===== config.mk =====
export PLATFORM = sky130hd
export DESIGN_NAME = min_gap_time_reservation_set
export DESIGN_NICKNAME = d
export VERILOG_FILES = /design/src/rtl/mgtrs_pkg.sv /design/src/rtl/mgtrs_ram.sv /design/src/rtl/mgtrs_cmp.sv /design/src/rtl/mgtrs_ctrl.sv /design/src/rtl/min_gap_time_reservation_set.sv
export SDC_FILE = /design/constraint.sdc
export NUM_CORES = 2
export LEC_CHECK = 0
export BUFFER_PORTS_ARGS = -buffer_cell sky130_fd_sc_hd__buf_4
export CORE_ASPECT_RATIO = 1.1
export CORE_MARGIN = 8
export CORE_UTILIZATION = 45
export CTS_CLUSTER_SIZE = 8
export DETAILED_ROUTE_END_ITERATION = 10
export SLEW_MARGIN = 0
export SYNTH_ARGS = -nofsm -noshare
export SYNTH_HDL_FRONTEND = slang
export SYNTH_SLANG_ARGS = --single-unit

===== constraint.sdc =====
create_clock -name clk -period 11.2 [get_ports clk]
set_input_delay 2.8 -clock clk [delete_from_list [all_inputs] [get_ports clk]]
set_output_delay 2.8 -clock clk [all_outputs]
set_load 0.03 [all_outputs]

===== src/rtl/mgtrs_pkg.sv =====
`timescale 1ns / 1ps
// ----------------------------------------------------------------------------
// mgtrs_pkg
// Shared constants, operation codes and types of the reservation set.
// ----------------------------------------------------------------------------
package mgtrs_pkg;

    localparam int CAPACITY = 64;
    localparam int IDX_W    = $clog2(CAPACITY);
    localparam int CNT_W    = $clog2(CAPACITY + 1);
    localparam int TIME_W   = 16;
    localparam int FUNC_W   = 3;

    localparam logic [CNT_W-1:0] CNT_ONE = CNT_W'(1);
    localparam logic [CNT_W-1:0] CNT_CAP = CNT_W'(CAPACITY);

    localparam logic [FUNC_W-1:0] FUNC_INSERT  = 3'd0;
    localparam logic [FUNC_W-1:0] FUNC_GAP_INS = 3'd1;
    localparam logic [FUNC_W-1:0] FUNC_DELETE  = 3'd2;
    localparam logic [FUNC_W-1:0] FUNC_PRED    = 3'd3;
    localparam logic [FUNC_W-1:0] FUNC_MIN     = 3'd4;
    localparam logic [FUNC_W-1:0] FUNC_MAX     = 3'd5;
    localparam logic [FUNC_W-1:0] FUNC_LIST    = 3'd6;

    typedef struct packed {
        logic lt;    // a < b
        logic eq;    // a == b
        logic near;  // (a - b) < gap
    } cmp_res_t;

endpackage


===== src/rtl/mgtrs_ram.sv =====
`timescale 1ns / 1ps
// ----------------------------------------------------------------------------
// mgtrs_ram
// Generic single-write, single-read RAM with registered read data.
// ----------------------------------------------------------------------------
module mgtrs_ram #(
    parameter int WIDTH = 16,
    parameter int DEPTH = 64
) (
    input  logic                     clk,
    input  logic                     we,
    input  logic [$clog2(DEPTH)-1:0] waddr,
    input  logic [WIDTH-1:0]         wdata,
    input  logic                     re,
    input  logic [$clog2(DEPTH)-1:0] raddr,
    output logic [WIDTH-1:0]         rdata
);

    logic [WIDTH-1:0] mem [DEPTH];
    logic [WIDTH-1:0] rdata_reg;

    always_ff @(posedge clk)
    begin
        if (we)
        begin
            mem[waddr] <= wdata;
        end
        if (re)
        begin
            rdata_reg <= mem[raddr];
        end
    end

    assign rdata = rdata_reg;

endmodule


===== src/rtl/mgtrs_cmp.sv =====
`timescale 1ns / 1ps
// ----------------------------------------------------------------------------
// mgtrs_cmp
// Shared compare unit: less-than, equality and distance-below-gap test.
// ----------------------------------------------------------------------------
module mgtrs_cmp (
    input  logic [mgtrs_pkg::TIME_W-1:0] a,
    input  logic [mgtrs_pkg::TIME_W-1:0] b,
    input  logic [mgtrs_pkg::TIME_W-1:0] gap,
    output mgtrs_pkg::cmp_res_t          res
);

    logic [mgtrs_pkg::TIME_W:0] diff;

    assign diff     = {1'b0, a} - {1'b0, b};
    assign res.lt   = diff[mgtrs_pkg::TIME_W];
    assign res.eq   = (a == b);
    assign res.near = (diff[mgtrs_pkg::TIME_W-1:0] < gap);

endmodule


===== src/rtl/mgtrs_ctrl.sv =====
`timescale 1ns / 1ps
// ----------------------------------------------------------------------------
// mgtrs_ctrl
// Sequencer: binary search, neighbor checks, entry shifting and result output.
// ----------------------------------------------------------------------------
module mgtrs_ctrl (
    input  logic                          clk,
    input  logic                          rst_n,
    input  logic                          in_valid,
    output logic                          in_stall,
    input  logic [mgtrs_pkg::FUNC_W-1:0]  func,
    input  logic [mgtrs_pkg::TIME_W-1:0]  time_value,
    output logic                          out_valid,
    input  logic                          out_stall,
    output logic                          ok,
    output logic [mgtrs_pkg::TIME_W-1:0]  result_time,
    output logic                          last,
    output logic [mgtrs_pkg::TIME_W-1:0]  cmp_a,
    output logic [mgtrs_pkg::TIME_W-1:0]  cmp_b,
    input  mgtrs_pkg::cmp_res_t           cmp_res,
    output logic                          ram_we,
    output logic [mgtrs_pkg::IDX_W-1:0]   ram_waddr,
    output logic [mgtrs_pkg::TIME_W-1:0]  ram_wdata,
    output logic                          ram_re,
    output logic [mgtrs_pkg::IDX_W-1:0]   ram_raddr,
    input  logic [mgtrs_pkg::TIME_W-1:0]  ram_rdata
);

    localparam logic [3:0] S_IDLE     = 4'd0;
    localparam logic [3:0] S_SRCH_RD  = 4'd1;
    localparam logic [3:0] S_SRCH_CMP = 4'd2;
    localparam logic [3:0] S_POST     = 4'd3;
    localparam logic [3:0] S_NBR_CHK  = 4'd4;
    localparam logic [3:0] S_NBL_RD   = 4'd5;
    localparam logic [3:0] S_NBL_CHK  = 4'd6;
    localparam logic [3:0] S_SH_RD    = 4'd7;
    localparam logic [3:0] S_SH_WR    = 4'd8;
    localparam logic [3:0] S_DEL_CHK  = 4'd9;
    localparam logic [3:0] S_DSH_RD   = 4'd10;
    localparam logic [3:0] S_DSH_WR   = 4'd11;
    localparam logic [3:0] S_VAL_OUT  = 4'd12;
    localparam logic [3:0] S_LIST_RD  = 4'd13;
    localparam logic [3:0] S_LIST_CHK = 4'd14;
    localparam logic [3:0] S_EMIT     = 4'd15;

    logic [3:0]                     state_reg, state_next;
    logic [mgtrs_pkg::CNT_W-1:0]    count_reg, count_next;
    logic                           out_valid_reg, out_valid_next;

    logic [mgtrs_pkg::FUNC_W-1:0]   func_reg, func_next;
    logic [mgtrs_pkg::TIME_W-1:0]   t_reg, t_next;
    logic [mgtrs_pkg::CNT_W-1:0]    lo_reg, lo_next;
    logic [mgtrs_pkg::CNT_W-1:0]    hi_reg, hi_next;
    logic [mgtrs_pkg::CNT_W-1:0]    mid_reg, mid_next;
    logic [mgtrs_pkg::CNT_W-1:0]    cur_reg, cur_next;
    logic                           ok_reg, ok_next;
    logic [mgtrs_pkg::TIME_W-1:0]   time_reg, time_next;
    logic                           last_reg, last_next;
    logic                           more_reg, more_next;

    logic [mgtrs_pkg::CNT_W:0]      mid_sum;
    logic [mgtrs_pkg::CNT_W-1:0]    mid_calc;
    logic [mgtrs_pkg::CNT_W-1:0]    p_dec;
    logic [mgtrs_pkg::CNT_W-1:0]    cur_dec;
    logic [mgtrs_pkg::CNT_W-1:0]    cur_inc;
    logic [mgtrs_pkg::CNT_W-1:0]    count_dec;
    logic [mgtrs_pkg::CNT_W-1:0]    raddr_full;
    logic [mgtrs_pkg::CNT_W-1:0]    waddr_full;
    logic                           gap_mode;

    logic                           emit;
    logic                           e_ok;
    logic [mgtrs_pkg::TIME_W-1:0]   e_time;
    logic                           e_last;
    logic                           e_more;

    assign mid_sum   = {1'b0, lo_reg} + {1'b0, hi_reg};
    assign mid_calc  = mid_sum[mgtrs_pkg::CNT_W:1];
    assign p_dec     = lo_reg - mgtrs_pkg::CNT_ONE;
    assign cur_dec   = cur_reg - mgtrs_pkg::CNT_ONE;
    assign cur_inc   = cur_reg + mgtrs_pkg::CNT_ONE;
    assign count_dec = count_reg - mgtrs_pkg::CNT_ONE;
    assign gap_mode  = (func_reg == mgtrs_pkg::FUNC_GAP_INS);

    assign ram_raddr = raddr_full[mgtrs_pkg::IDX_W-1:0];
    assign ram_waddr = waddr_full[mgtrs_pkg::IDX_W-1:0];

    always_comb
    begin
        state_next     = state_reg;
        count_next     = count_reg;
        out_valid_next = out_valid_reg;
        func_next      = func_reg;
        t_next         = t_reg;
        lo_next        = lo_reg;
        hi_next        = hi_reg;
        mid_next       = mid_reg;
        cur_next       = cur_reg;
        ok_next        = ok_reg;
        time_next      = time_reg;
        last_next      = last_reg;
        more_next      = more_reg;

        ram_we     = 1'b0;
        ram_re     = 1'b0;
        raddr_full = '0;
        waddr_full = '0;
        ram_wdata  = t_reg;
        cmp_a      = ram_rdata;
        cmp_b      = t_reg;

        emit   = 1'b0;
        e_ok   = 1'b0;
        e_time = '0;
        e_last = 1'b1;
        e_more = 1'b0;

        case (state_reg)
            S_IDLE:
            begin
                if (in_valid)
                begin
                    func_next = func;
                    t_next    = time_value;
                    lo_next   = '0;
                    hi_next   = count_reg;
                    case (func)
                        mgtrs_pkg::FUNC_INSERT,
                        mgtrs_pkg::FUNC_GAP_INS:
                        begin
                            if (count_reg == mgtrs_pkg::CNT_CAP)
                            begin
                                emit = 1'b1;
                            end
                            else
                            begin
                                state_next = S_SRCH_RD;
                            end
                        end
                        mgtrs_pkg::FUNC_DELETE,
                        mgtrs_pkg::FUNC_PRED,
                        mgtrs_pkg::FUNC_LIST:
                        begin
                            state_next = S_SRCH_RD;
                        end
                        mgtrs_pkg::FUNC_MIN:
                        begin
                            if (count_reg == '0)
                            begin
                                emit = 1'b1;
                            end
                            else
                            begin
                                ram_re     = 1'b1;
                                raddr_full = '0;
                                state_next = S_VAL_OUT;
                            end
                        end
                        mgtrs_pkg::FUNC_MAX:
                        begin
                            if (count_reg == '0)
                            begin
                                emit = 1'b1;
                            end
                            else
                            begin
                                ram_re     = 1'b1;
                                raddr_full = count_dec;
                                state_next = S_VAL_OUT;
                            end
                        end
                        default:
                        begin
                            emit = 1'b1;
                        end
                    endcase
                end
            end

            S_SRCH_RD:
            begin
                if (lo_reg < hi_reg)
                begin
                    ram_re     = 1'b1;
                    raddr_full = mid_calc;
                    mid_next   = mid_calc;
                    state_next = S_SRCH_CMP;
                end
                else
                begin
                    state_next = S_POST;
                end
            end

            S_SRCH_CMP:
            begin
                if (cmp_res.lt)
                begin
                    lo_next = mid_reg + mgtrs_pkg::CNT_ONE;
                end
                else
                begin
                    hi_next = mid_reg;
                end
                state_next = S_SRCH_RD;
            end

            // lo_reg now holds the insertion position
            S_POST:
            begin
                case (func_reg)
                    mgtrs_pkg::FUNC_INSERT,
                    mgtrs_pkg::FUNC_GAP_INS:
                    begin
                        if (lo_reg < count_reg)
                        begin
                            ram_re     = 1'b1;
                            raddr_full = lo_reg;
                            state_next = S_NBR_CHK;
                        end
                        else
                        begin
                            state_next = S_NBL_RD;
                        end
                    end
                    mgtrs_pkg::FUNC_DELETE:
                    begin
                        if (lo_reg < count_reg)
                        begin
                            ram_re     = 1'b1;
                            raddr_full = lo_reg;
                            state_next = S_DEL_CHK;
                        end
                        else
                        begin
                            emit = 1'b1;
                        end
                    end
                    mgtrs_pkg::FUNC_PRED:
                    begin
                        if (lo_reg != '0)
                        begin
                            ram_re     = 1'b1;
                            raddr_full = p_dec;
                            state_next = S_VAL_OUT;
                        end
                        else
                        begin
                            emit = 1'b1;
                        end
                    end
                    mgtrs_pkg::FUNC_LIST:
                    begin
                        if (lo_reg < count_reg)
                        begin
                            cur_next   = lo_reg;
                            state_next = S_LIST_RD;
                        end
                        else
                        begin
                            emit = 1'b1;
                        end
                    end
                    default:
                    begin
                        emit = 1'b1;
                    end
                endcase
            end

            S_NBR_CHK:
            begin
                if (cmp_res.eq || (gap_mode && cmp_res.near))
                begin
                    emit = 1'b1;
                end
                else
                begin
                    state_next = S_NBL_RD;
                end
            end

            S_NBL_RD:
            begin
                if (gap_mode && (lo_reg != '0))
                begin
                    ram_re     = 1'b1;
                    raddr_full = p_dec;
                    state_next = S_NBL_CHK;
                end
                else
                begin
                    cur_next   = count_reg;
                    state_next = S_SH_RD;
                end
            end

            S_NBL_CHK:
            begin
                cmp_a = t_reg;
                cmp_b = ram_rdata;
                if (cmp_res.near)
                begin
                    emit = 1'b1;
                end
                else
                begin
                    cur_next   = count_reg;
                    state_next = S_SH_RD;
                end
            end

            S_SH_RD:
            begin
                if (cur_reg > lo_reg)
                begin
                    ram_re     = 1'b1;
                    raddr_full = cur_dec;
                    state_next = S_SH_WR;
                end
                else
                begin
                    ram_we     = 1'b1;
                    waddr_full = lo_reg;
                    ram_wdata  = t_reg;
                    count_next = count_reg + mgtrs_pkg::CNT_ONE;
                    emit       = 1'b1;
                    e_ok       = 1'b1;
                    e_time     = t_reg;
                end
            end

            S_SH_WR:
            begin
                ram_we     = 1'b1;
                waddr_full = cur_reg;
                ram_wdata  = ram_rdata;
                cur_next   = cur_dec;
                state_next = S_SH_RD;
            end

            S_DEL_CHK:
            begin
                if (cmp_res.eq)
                begin
                    cur_next   = lo_reg + mgtrs_pkg::CNT_ONE;
                    state_next = S_DSH_RD;
                end
                else
                begin
                    emit = 1'b1;
                end
            end

            S_DSH_RD:
            begin
                if (cur_reg < count_reg)
                begin
                    ram_re     = 1'b1;
                    raddr_full = cur_reg;
                    state_next = S_DSH_WR;
                end
                else
                begin
                    count_next = count_dec;
                    emit       = 1'b1;
                    e_ok       = 1'b1;
                    e_time     = t_reg;
                end
            end

            S_DSH_WR:
            begin
                ram_we     = 1'b1;
                waddr_full = cur_dec;
                ram_wdata  = ram_rdata;
                cur_next   = cur_inc;
                state_next = S_DSH_RD;
            end

            S_VAL_OUT:
            begin
                emit   = 1'b1;
                e_ok   = 1'b1;
                e_time = ram_rdata;
            end

            S_LIST_RD:
            begin
                ram_re     = 1'b1;
                raddr_full = cur_reg;
                state_next = S_LIST_CHK;
            end

            // only the entry at the insertion position can equal the key
            S_LIST_CHK:
            begin
                cur_next = cur_inc;
                if (cmp_res.eq)
                begin
                    if (cur_inc >= count_reg)
                    begin
                        emit = 1'b1;
                    end
                    else
                    begin
                        state_next = S_LIST_RD;
                    end
                end
                else
                begin
                    emit   = 1'b1;
                    e_ok   = 1'b1;
                    e_time = ram_rdata;
                    e_last = (cur_inc == count_reg);
                    e_more = (cur_inc != count_reg);
                end
            end

            S_EMIT:
            begin
                if (!out_stall)
                begin
                    out_valid_next = 1'b0;
                    state_next     = more_reg ? S_LIST_RD : S_IDLE;
                end
            end

            default:
            begin
                state_next = S_IDLE;
            end
        endcase

        if (emit)
        begin
            out_valid_next = 1'b1;
            ok_next        = e_ok;
            time_next      = e_ok ? e_time : '0;
            last_next      = e_last;
            more_next      = e_more;
            state_next     = S_EMIT;
        end
    end

    always_ff @(posedge clk or negedge rst_n)
    begin
        if (!rst_n)
        begin
            state_reg     <= S_IDLE;
            count_reg     <= '0;
            out_valid_reg <= 1'b0;
        end
        else
        begin
            state_reg     <= state_next;
            count_reg     <= count_next;
            out_valid_reg <= out_valid_next;
        end
    end

    always_ff @(posedge clk)
    begin
        func_reg <= func_next;
        t_reg    <= t_next;
        lo_reg   <= lo_next;
        hi_reg   <= hi_next;
        mid_reg  <= mid_next;
        cur_reg  <= cur_next;
        ok_reg   <= ok_next;
        time_reg <= time_next;
        last_reg <= last_next;
        more_reg <= more_next;
    end

    assign in_stall    = (state_reg != S_IDLE);
    assign out_valid   = out_valid_reg;
    assign ok          = ok_reg;
    assign result_time = time_reg;
    assign last        = last_reg;

endmodule


===== src/rtl/min_gap_time_reservation_set.sv =====
`timescale 1ns / 1ps
// ----------------------------------------------------------------------------
// min_gap_time_reservation_set
// Ordered set of distinct reserved times with a minimum-gap insert rule.
// ----------------------------------------------------------------------------
// Input transactions (in_valid / in_stall) carry func and time_value; result
// transactions (out_valid / out_stall) carry ok, result_time and last. The
// min_gap register is written over cfg_valid / cfg_ready; the user must
// write it only while idle, as the block itself does not enforce this.
// One transaction is in work at a time; in_stall stays high until its last
// result has been taken. Times are held sorted in a RAM with a registered
// read port; search and list steps read one entry and pass it through the
// shared compare unit:
//   search:          binary search, one RAM read and one compare per step
//   insert / delete: search, a check of the neighbors (insert) or of the
//                    entry found (delete), then one read and one write per
//                    shifted entry
//   min / max:       one RAM read of the first or last entry
//   list later:      search, then one read and one compare per entry
// Results sit in an output register and hold while out_stall is high; the
// sequencer waits there. Reset empties the set and clears min_gap to 0; RAM
// contents are not cleared, since only entries below the count are read.
// ----------------------------------------------------------------------------
module min_gap_time_reservation_set (
    input  logic                          clk,
    input  logic                          rst_n,
    input  logic                          in_valid,
    output logic                          in_stall,
    input  logic [mgtrs_pkg::FUNC_W-1:0]  func,
    input  logic [mgtrs_pkg::TIME_W-1:0]  time_value,
    output logic                          out_valid,
    input  logic                          out_stall,
    output logic                          ok,
    output logic [mgtrs_pkg::TIME_W-1:0]  result_time,
    output logic                          last,
    input  logic                          cfg_valid,
    output logic                          cfg_ready,
    input  logic [mgtrs_pkg::TIME_W-1:0]  min_gap
);

    logic [mgtrs_pkg::TIME_W-1:0] min_gap_reg;
    logic [mgtrs_pkg::TIME_W-1:0] cmp_a;
    logic [mgtrs_pkg::TIME_W-1:0] cmp_b;
    mgtrs_pkg::cmp_res_t          cmp_res;
    logic                         ram_we;
    logic [mgtrs_pkg::IDX_W-1:0]  ram_waddr;
    logic [mgtrs_pkg::TIME_W-1:0] ram_wdata;
    logic                         ram_re;
    logic [mgtrs_pkg::IDX_W-1:0]  ram_raddr;
    logic [mgtrs_pkg::TIME_W-1:0] ram_rdata;

    assign cfg_ready = 1'b1;

    always_ff @(posedge clk or negedge rst_n)
    begin
        if (!rst_n)
        begin
            min_gap_reg <= '0;
        end
        else if (cfg_valid && cfg_ready)
        begin
            min_gap_reg <= min_gap;
        end
    end

    mgtrs_ram #(
        .WIDTH (mgtrs_pkg::TIME_W),
        .DEPTH (mgtrs_pkg::CAPACITY)
    ) u_ram (
        .clk   (clk),
        .we    (ram_we),
        .waddr (ram_waddr),
        .wdata (ram_wdata),
        .re    (ram_re),
        .raddr (ram_raddr),
        .rdata (ram_rdata)
    );

    mgtrs_cmp u_cmp (
        .a   (cmp_a),
        .b   (cmp_b),
        .gap (min_gap_reg),
        .res (cmp_res)
    );

    mgtrs_ctrl u_ctrl (
        .clk         (clk),
        .rst_n       (rst_n),
        .in_valid    (in_valid),
        .in_stall    (in_stall),
        .func        (func),
        .time_value  (time_value),
        .out_valid   (out_valid),
        .out_stall   (out_stall),
        .ok          (ok),
        .result_time (result_time),
        .last        (last),
        .cmp_a       (cmp_a),
        .cmp_b       (cmp_b),
        .cmp_res     (cmp_res),
        .ram_we      (ram_we),
        .ram_waddr   (ram_waddr),
        .ram_wdata   (ram_wdata),
        .ram_re      (ram_re),
        .ram_raddr   (ram_raddr),
        .ram_rdata   (ram_rdata)
    );

    a_idle_no_result: assert property (@(posedge clk) disable iff (!rst_n)
        !in_stall |-> !out_valid)
        else $error("input taken while a result is pending");

    a_busy_after_accept: assert property (@(posedge clk) disable iff (!rst_n)
        (in_valid && !in_stall) |=> in_stall)
        else $error("block not busy after accepting a transaction");

    a_fail_is_last: assert property (@(posedge clk) disable iff (!rst_n)
        (out_valid && !ok) |-> last)
        else $error("failure result not marked last");

    a_fail_zero_time: assert property (@(posedge clk) disable iff (!rst_n)
        (out_valid && !ok) |-> (result_time == '0))
        else $error("failure result carries a nonzero time");

endmodule

* Word-level counts from Yosys, hierarchy flattened
Memories as Yosys holds them, arrays and structs flattened. A register that Yosys moved wholly into a read port is not among the register bits.
Index checks and enable logic that the tools add are counted.
** Storage, ports and cells
- Flip-flop bits (word level) :: 94
- RAM bits :: 1024
- Input bits :: 40
- Output and inout port bits :: 21
- Logic and storage cells :: 208
- Memories :: 1
** Memory list
- u_ram.mem :: words 64, bits a word 16, rd ports 1, clocked after memory_dff 1, write ports 1, RTL line mgtrs_ram.sv:19 : logic [WIDTH-1:0] mem [DEPTH];
** Operators by class
- Add/sub/neg operators :: 9
- Magnitude comparators :: 6
- Equal/unequal tests :: 56
- Multiplexer cells :: 90
- Bitwise operators :: 1
- Reductions and logical operators :: 31
** Operator list (count)
- two-way mux 16 bit :: 6
- two-way mux 7 bit :: 11
- two-way mux 4 bit :: 16
- case mux 16 bit (4 select lines) :: 1
- two-way mux 6 bit :: 10
- case mux 4 bit (15 select lines) :: 1
- case mux 6 bit (7 select lines) :: 1
- case mux 7 bit (2 select lines) :: 3
- case mux 7 bit (6 select lines) :: 1
- == test 4 bit, second input constant :: 8
- two-way mux 1 bit :: 29
- adder 7 x 1 -> 7 bit, second input constant :: 4
- < comparator 7 bit :: 3
- case mux 6 bit (3 select lines) :: 1
- AND reduction 17 bit :: 1
- subtractor 16 x 16 -> 17 bit :: 1
- == test 16 bit :: 1
- == test 4 x 3 -> 1 bit, second input constant :: 4
- < comparator 16 bit :: 1
- case mux 4 bit (4 select lines) :: 1
- nonzero test 16 bit :: 1
- OR reduction 2 bit :: 7
- subtractor 7 x 1 -> 7 bit, second input constant :: 2
- == test 3 x 2 -> 1 bit, second input constant :: 4
- other kinds (41) :: 75

* Depth between registers and ports, before layout
- Word-level depth :: 10
- Depth in mapped cells :: 26
- Depth with buffers taken out :: 23

* Hierarchy
Synthesis repeated with hierarchy kept, for this count alone.
** Second synthesis, totals
- Cell total of the unflattened synthesis :: 2654
- Area total of the unflattened synthesis :: 48123.7 µm²
** By module, submodules not included
- mgtrs_ram :: times used 1, cells an instance 1820, area each 40138.5 µm², sequential area each 31230.0 µm²
- mgtrs_ctrl :: times used 1, cells an instance 611, area each 6003.3 µm², sequential area each 2282.2 µm²
- mgtrs_cmp :: times used 1, cells an instance 187, area each 1321.3 µm², sequential area each 0.0 µm²
- min_gap_time_reservation_set :: times used 1, cells an instance 36, area each 660.6 µm², sequential area each 400.4 µm²

* Least setup slack after synthesis
Ideal clock, no wire load.
- Path type :: register to register
- Start :: register u_ctrl.state_reg[3]
- End :: register u_ctrl.state_reg[2]
- Setup time :: 0.126 ns
- Data arrival time :: 5.424 ns
- Required time :: 11.074 ns
- Slack :: 5.650 ns
- Stages on the path, launching flop included :: 27
- Buffers on the path :: 4
- Period minus slack after synthesis :: 5.550 ns
- Cell sequence :: dfrtp_1 clkbuf_1 and4bb_2 clkbuf_1 clkbuf_1 clkbuf_1 nor2_1 a21oi_1 ha_1 o31ai_1 a41o_1 nor3_1 a211oi_1 o21ai_0 a221o_1 xnor2_1 ha_1 o21a_1 o21ai_0 nand2b_1 o21a_1 o22ai_1 or3_1 nor3b_2 and2_1 o211ai_1 o32a_1
** On the way
- Word-level cells in the longest chain between the ends :: 10
- Elaborated cells between the ends (all ways) :: 48
- Classes of those cells :: add/sub: 1; order compare: 1; eq/ne: 32; mux: 9; reduce/logical: 5
** RTL lines
- start: declaration :: RTL line mgtrs_ctrl.sv:46 : logic [3:0] state_reg, state_next;
- start signal: assignment :: RTL line mgtrs_ctrl.sv:456 : state_reg <= state_next;
- == test 4 x 3 -> 1 bit :: RTL line mgtrs_ctrl.sv:118 : case (state_reg)
- two-way mux 16 bit :: RTL line mgtrs_ctrl.sv:118
- subtractor 16 x 16 -> 17 bit :: RTL line mgtrs_cmp.sv:15 : assign diff = {1'b0, a} - {1'b0, b};
- < comparator 16 bit :: RTL line mgtrs_cmp.sv:18 : assign res.near = (diff[mgtrs_pkg::TIME_W-1:0] < gap);
- logical AND 1 bit :: RTL line mgtrs_ctrl.sv:273 : if (cmp_res.eq || (gap_mode && cmp_res.near))
- logical OR 1 bit :: RTL line mgtrs_ctrl.sv:273
- two-way mux 1 bit :: RTL line mgtrs_ctrl.sv:273
- case mux 1 bit (9 select lines) :: RTL line mgtrs_ctrl.sv:118
- nonzero test 16 bit (no line) (tied with other cells)
- AND reduction 17 bit (no line)
Parallel ways exist; a longest one is shown, timed or not.
A chain may end at the register's enable or synchronous reset.

* Worst setup path in the final report
- Start :: input func[2] (netlist bit)
- End :: register u_ram.rdata_reg[1], in the netlist u_ram.rdata[1], read port of u_ram.mem, data pin
** On the way
- Word-level cells in the longest chain between the ends :: 5
- Elaborated cells between the ends (all ways) :: 9
- Classes of those cells :: eq/ne: 2; mux: 6; reduce/logical: 1
** RTL lines
- start: declaration :: RTL line min_gap_time_reservation_set.sv:29 : input logic [mgtrs_pkg::FUNC_W-1:0] func,
- == test 3 bit :: RTL line mgtrs_ctrl.sv:127 : case (func)
- OR reduction 2 bit (no line)
- two-way mux 1 bit
- two-way mux 1 bit :: RTL line mgtrs_ctrl.sv:121 : if (in_valid)
- case mux 1 bit (7 select lines) :: RTL line mgtrs_ctrl.sv:118
- end: declaration :: RTL line mgtrs_ram.sv:20 : logic [WIDTH-1:0] rdata_reg;
Parallel ways exist; a longest one is shown, timed or not.

==> results.toml <==
[clock_tree]
insertion_delay_ns = 0.74
numCtsBuffers = 160
cts_max_level = 4
clkSinkCount = 1134
ctsHoldBuffers = 0
cts_setup_buffers = 0
ctsRootBufferMaster = "clkbuf_16"
cts-resized-gates = 0
cts_buffer_depth = 3
cts_tree = "yes"
clk_pin_slew_ns = 0.05

[grt]
met1_usage = 0.300
overflow = 0
use_met2 = 0.363
grt_pass1_wl_um = 201000
busiest_layer = "met2"
use_met3 = 0.0384
grt_pass1_vias = 30100
antenna_found_initial = 3
gr-usage-all-layers = 0.223
grt_max_degree = 154

[cells_and_area]
utilization = 0.513
final_cell_area_um2 = 55700
num-fill-cells = 9082
seq_area_um2 = 33900
drive_gt1_frac = 0.109
multi_input_area_um2 = 14000
largest_reg_flops = 1024
fin_nets = 3991
area_delta_synth_final_pct = 13.8
top_register = "u_ram.mem"

[logic_synthesis]
synth-seq-area-share = 0.693
yosys_register_bits = 1134
synth_cells = 3749
synth_enable_flop_cells = 1106
syn_avg_cell_area_um2 = 13.1
synth_area_um2 = 49000
syn_nets = 3853
ys.flop_type = "edfxtp_1"
ys_warn_count = 0
synthArstFlopShare = 0.0247
synth.distinct_cells = 92

[worst_setup_path]
slowest_stage = "and2_4"
setup.worst_path.end_class = "flip-flop"
critPathRequiredTime_ns = 11.65
cp_slowest_stage_delay_ns = 0.74
crit_path_start_kind = "input port"
reg2reg_slack_ns = 4.85
r2r_end = "u_ctrl.result_time[1]$_SDFFCE_PN0P_"
path_max_fanout = 118
critPathTopFamily = "simple AND/OR/NAND/NOR gates"
critPathBufInv = 3
path_cells = "buf_4 -> nor2b_1 -> and4_1 -> nand2_1 -> nor2_1 -> nor4_2 -> and2_4 -> buf_12 -> buf_12 -> nand3_1 -> nand3_1 -> nand4_1 -> or3_1"
critPathArrivalTime_ns = 7.46
r2r_cells = 20
r2r_start = "u_ctrl.state_reg[0]$_DFFE_PN0P_"
startpoint = "func[2]"
worst-setup-path-type = "in -> reg"

[place]
gp_congestion = 0.915
dpl_cell_area_um2 = 51300
dp.final_hpwl_um = 82700
io_buffers = 59

[sta]
slew_headroom = 0.126
finalSetupTns_ns = 0
max_clock_freq_ghz = 0.143
rsz0062_at_grt = "false"
hold_violations = 0
setup_viol_count_final = 0
period_share = 0.625
period_needed_ns = 7.00
clock_skew_ns = 0.0424
worst_pin_slew_ns = 1.31
slew_viol_final = 0

[detailed_routing]
drt-total-wl_um = 136000
drc_errors = 0
avgRoutedWirePerCell_um = 25.4
drtIter0Drc = 3310
num_vias = 31400
dr.pass1.iters = 5
viasPerCell = 5.88
detail-route-antenna-nets = 0

[worst_hold_path]
min_path_type = "reg -> reg"
min_to = "u_ctrl.out_valid$_DFFE_PN0P_"
hold_start = "u_ctrl.out_valid$_DFFE_PN0P_"
holdPathStages = 2

[power]
powerDensity_nw_per_um2 = 268
p_seq_frac = 0.381
power.clock.fraction = 0.287
irDropWorstVdd_mv = 0.251
p_switching_mw = 5.47
switching_share = 0.366
internal_power_mw = 9.48
combinationalPowerShare = 0.333
leakage_nw = 20.0

[floorplan]
die_w_um = 331
rows = 127
die-area_um2 = 120000
initial_utilization = 0.451
coreArea_um2 = 109000
die_h_um = 362
ios = 61

[outcome]
outcome = "completed"

[flow_run]
drv_cap = 0
-- cell families (layout without fill, tap and decap cells) --
| family | count (synthesis) | after routing | synth area share |
|---|---|---|---|
| simple gates | 1561 | 1561 | 0.146 |
| flops | 1134 | 1134 | 0.693 |
| compound gates | 393 | 393 | 0.0544 |
| buf+inv | 269 | 443 | 0.0241 |
| mux | 254 | 254 | 0.0529 |
| fa+ha+maj | 77 | 77 | 0.0192 |
| xor+xnor | 60 | 60 | 0.0107 |
| other cells | 1 | 3 | 0.0000766 |
-- synthesized netlist by cell type (13+ instances only) --
| master | instances | area, um^2 |
|---|---|---|
| edfxtp_1 | 1106 | 33200 |
| clkbuf_1 | 109 | 409 |
| mux2i_1 | 233 | 2330 |
| buf_2 | 58 | 290 |
| maj3_1 | 13 | 130 |
| a21oi_1 | 55 | 275 |
| buf_4 | 14 | 105 |
| ha_1 | 63 | 788 |
| nor3_1 | 32 | 160 |
| a22o_1 | 16 | 140 |
| nor2_1 | 161 | 604 |
| buf_1 | 21 | 78.8 |
| and3_1 | 14 | 87.6 |
| dfrtp_1 | 28 | 701 |
| nand3_1 | 445 | 2230 |
| xnor2_1 | 35 | 307 |
| nand2_1 | 711 | 2670 |
| o21ai_0 | 95 | 475 |
| o22ai_1 | 76 | 475 |
| a32oi_1 | 26 | 228 |
| inv_1 | 61 | 229 |
| nand4_1 | 46 | 288 |
| nor2b_1 | 25 | 156 |
| and4_1 | 21 | 184 |
| xor2_1 | 25 | 219 |
| nand2b_1 | 30 | 188 |
| mux2_2 | 19 | 214 |
-- cell usage in the layout, fill, tap and decap left out, types with 63 or more instances in the layout --
cell type	n
buf_4	181
clkbuf_16	161
edfxtp_1	1106
ha_1	63
mux2i_1	233
nand2_1	709
nand3_1	445
nor2_1	153
o21ai_0	89
o22ai_1	76
-- layout make-up --
| class | instances | share of cell area |
|---|---|---|
| Clock inverter | 17 | 0.00474 |
| Antenna cell | 2 | 0.0000898 |
| Inverter | 61 | 0.00411 |
| Sequential cell | 1134 | 0.609 |
| Timing Repair Buffer | 184 | 0.0255 |
| Clock buffer | 181 | 0.0737 |
| Tap cell | 1419 | 0.0319 |
| Multi-Input combinational cell | 2346 | 0.251 |
-- routing by layer --
| metal | up-vias | wire length, um |
|---|---|---|
| li1 | 14200 | - |
| met1 | 15700 | 56700 |
| met2 | 1248 | 64600 |
| met3 | 222 | 9720 |
| met4 | 2 | 4850 |
| met5 | - | 15 |
-- metrics by stage --
step / hold WS (ns) / power [mW] / setup WS (ns) / instances
after global placement: 0.488 / 10.7 / 3.44 / 5144
after floorplan: 0.475 / 8.90 / 5.65 / 3749
final: 0.509 / 14.9 / 4.20 / 5344
after CTS: 0.513 / 15.0 / 4.17 / 5342
after global routing: 0.545 / 15.6 / 3.95 / 5342
after detailed placement: 0.501 / 10.7 / 3.38 / 5144
-- power groups by stage --
stage | clock network (mW) | logic, mW | registers (mW)
4_1_cts | 4.36 | 4.99 | 5.68
3_5_place_dp | 0 | 4.98 | 5.76
3_3_place_gp | 0 | 4.92 | 5.75
6_report | 4.29 | 4.97 | 5.69
2_1_floorplan | 0 | 3.25 | 5.65
5_1_grt | 4.53 | 5.38 | 5.71
-- worst register-to-register path, stage by stage (launching register included) --
cell and delay, ns:
dfrtp_1 0.66, nor2b_1 0.55, nand2_1 0.11, buf_4 0.22, nor3_1 0.17, a21oi_1 0.06
ha_1 0.22, o31ai_1 0.42, a41o_1 0.29, o41ai_1 0.09, a211oi_1 0.51, o21ai_0 0.29
a221o_1 0.39, xnor2_1 0.15, ha_1 0.30, a2111o_1 0.40, o21a_1 0.20, o22ai_1 0.14
or3_1 0.14, nor3b_2 0.06, inv_1 0.59
-- worst max path at each step --
stage | end | slack (ns) | cells past startpoint
final | u_ram.rdata[1]$_DFFE_PP_ | 4.20 | 13
after floorplan | u_ctrl.state_reg[2]$_DFFE_PN0P_ | 5.65 | 26
after CTS | u_ram.rdata[1]$_DFFE_PP_ | 4.17 | 13
after global placement | u_ram.rdata[5]$_DFFE_PP_ | 3.44 | 13
after detailed placement | u_ram.rdata[1]$_DFFE_PP_ | 3.38 | 13
after global routing | u_ram.rdata[1]$_DFFE_PP_ | 3.95 | 13
(Power assumes the default switching activity.)
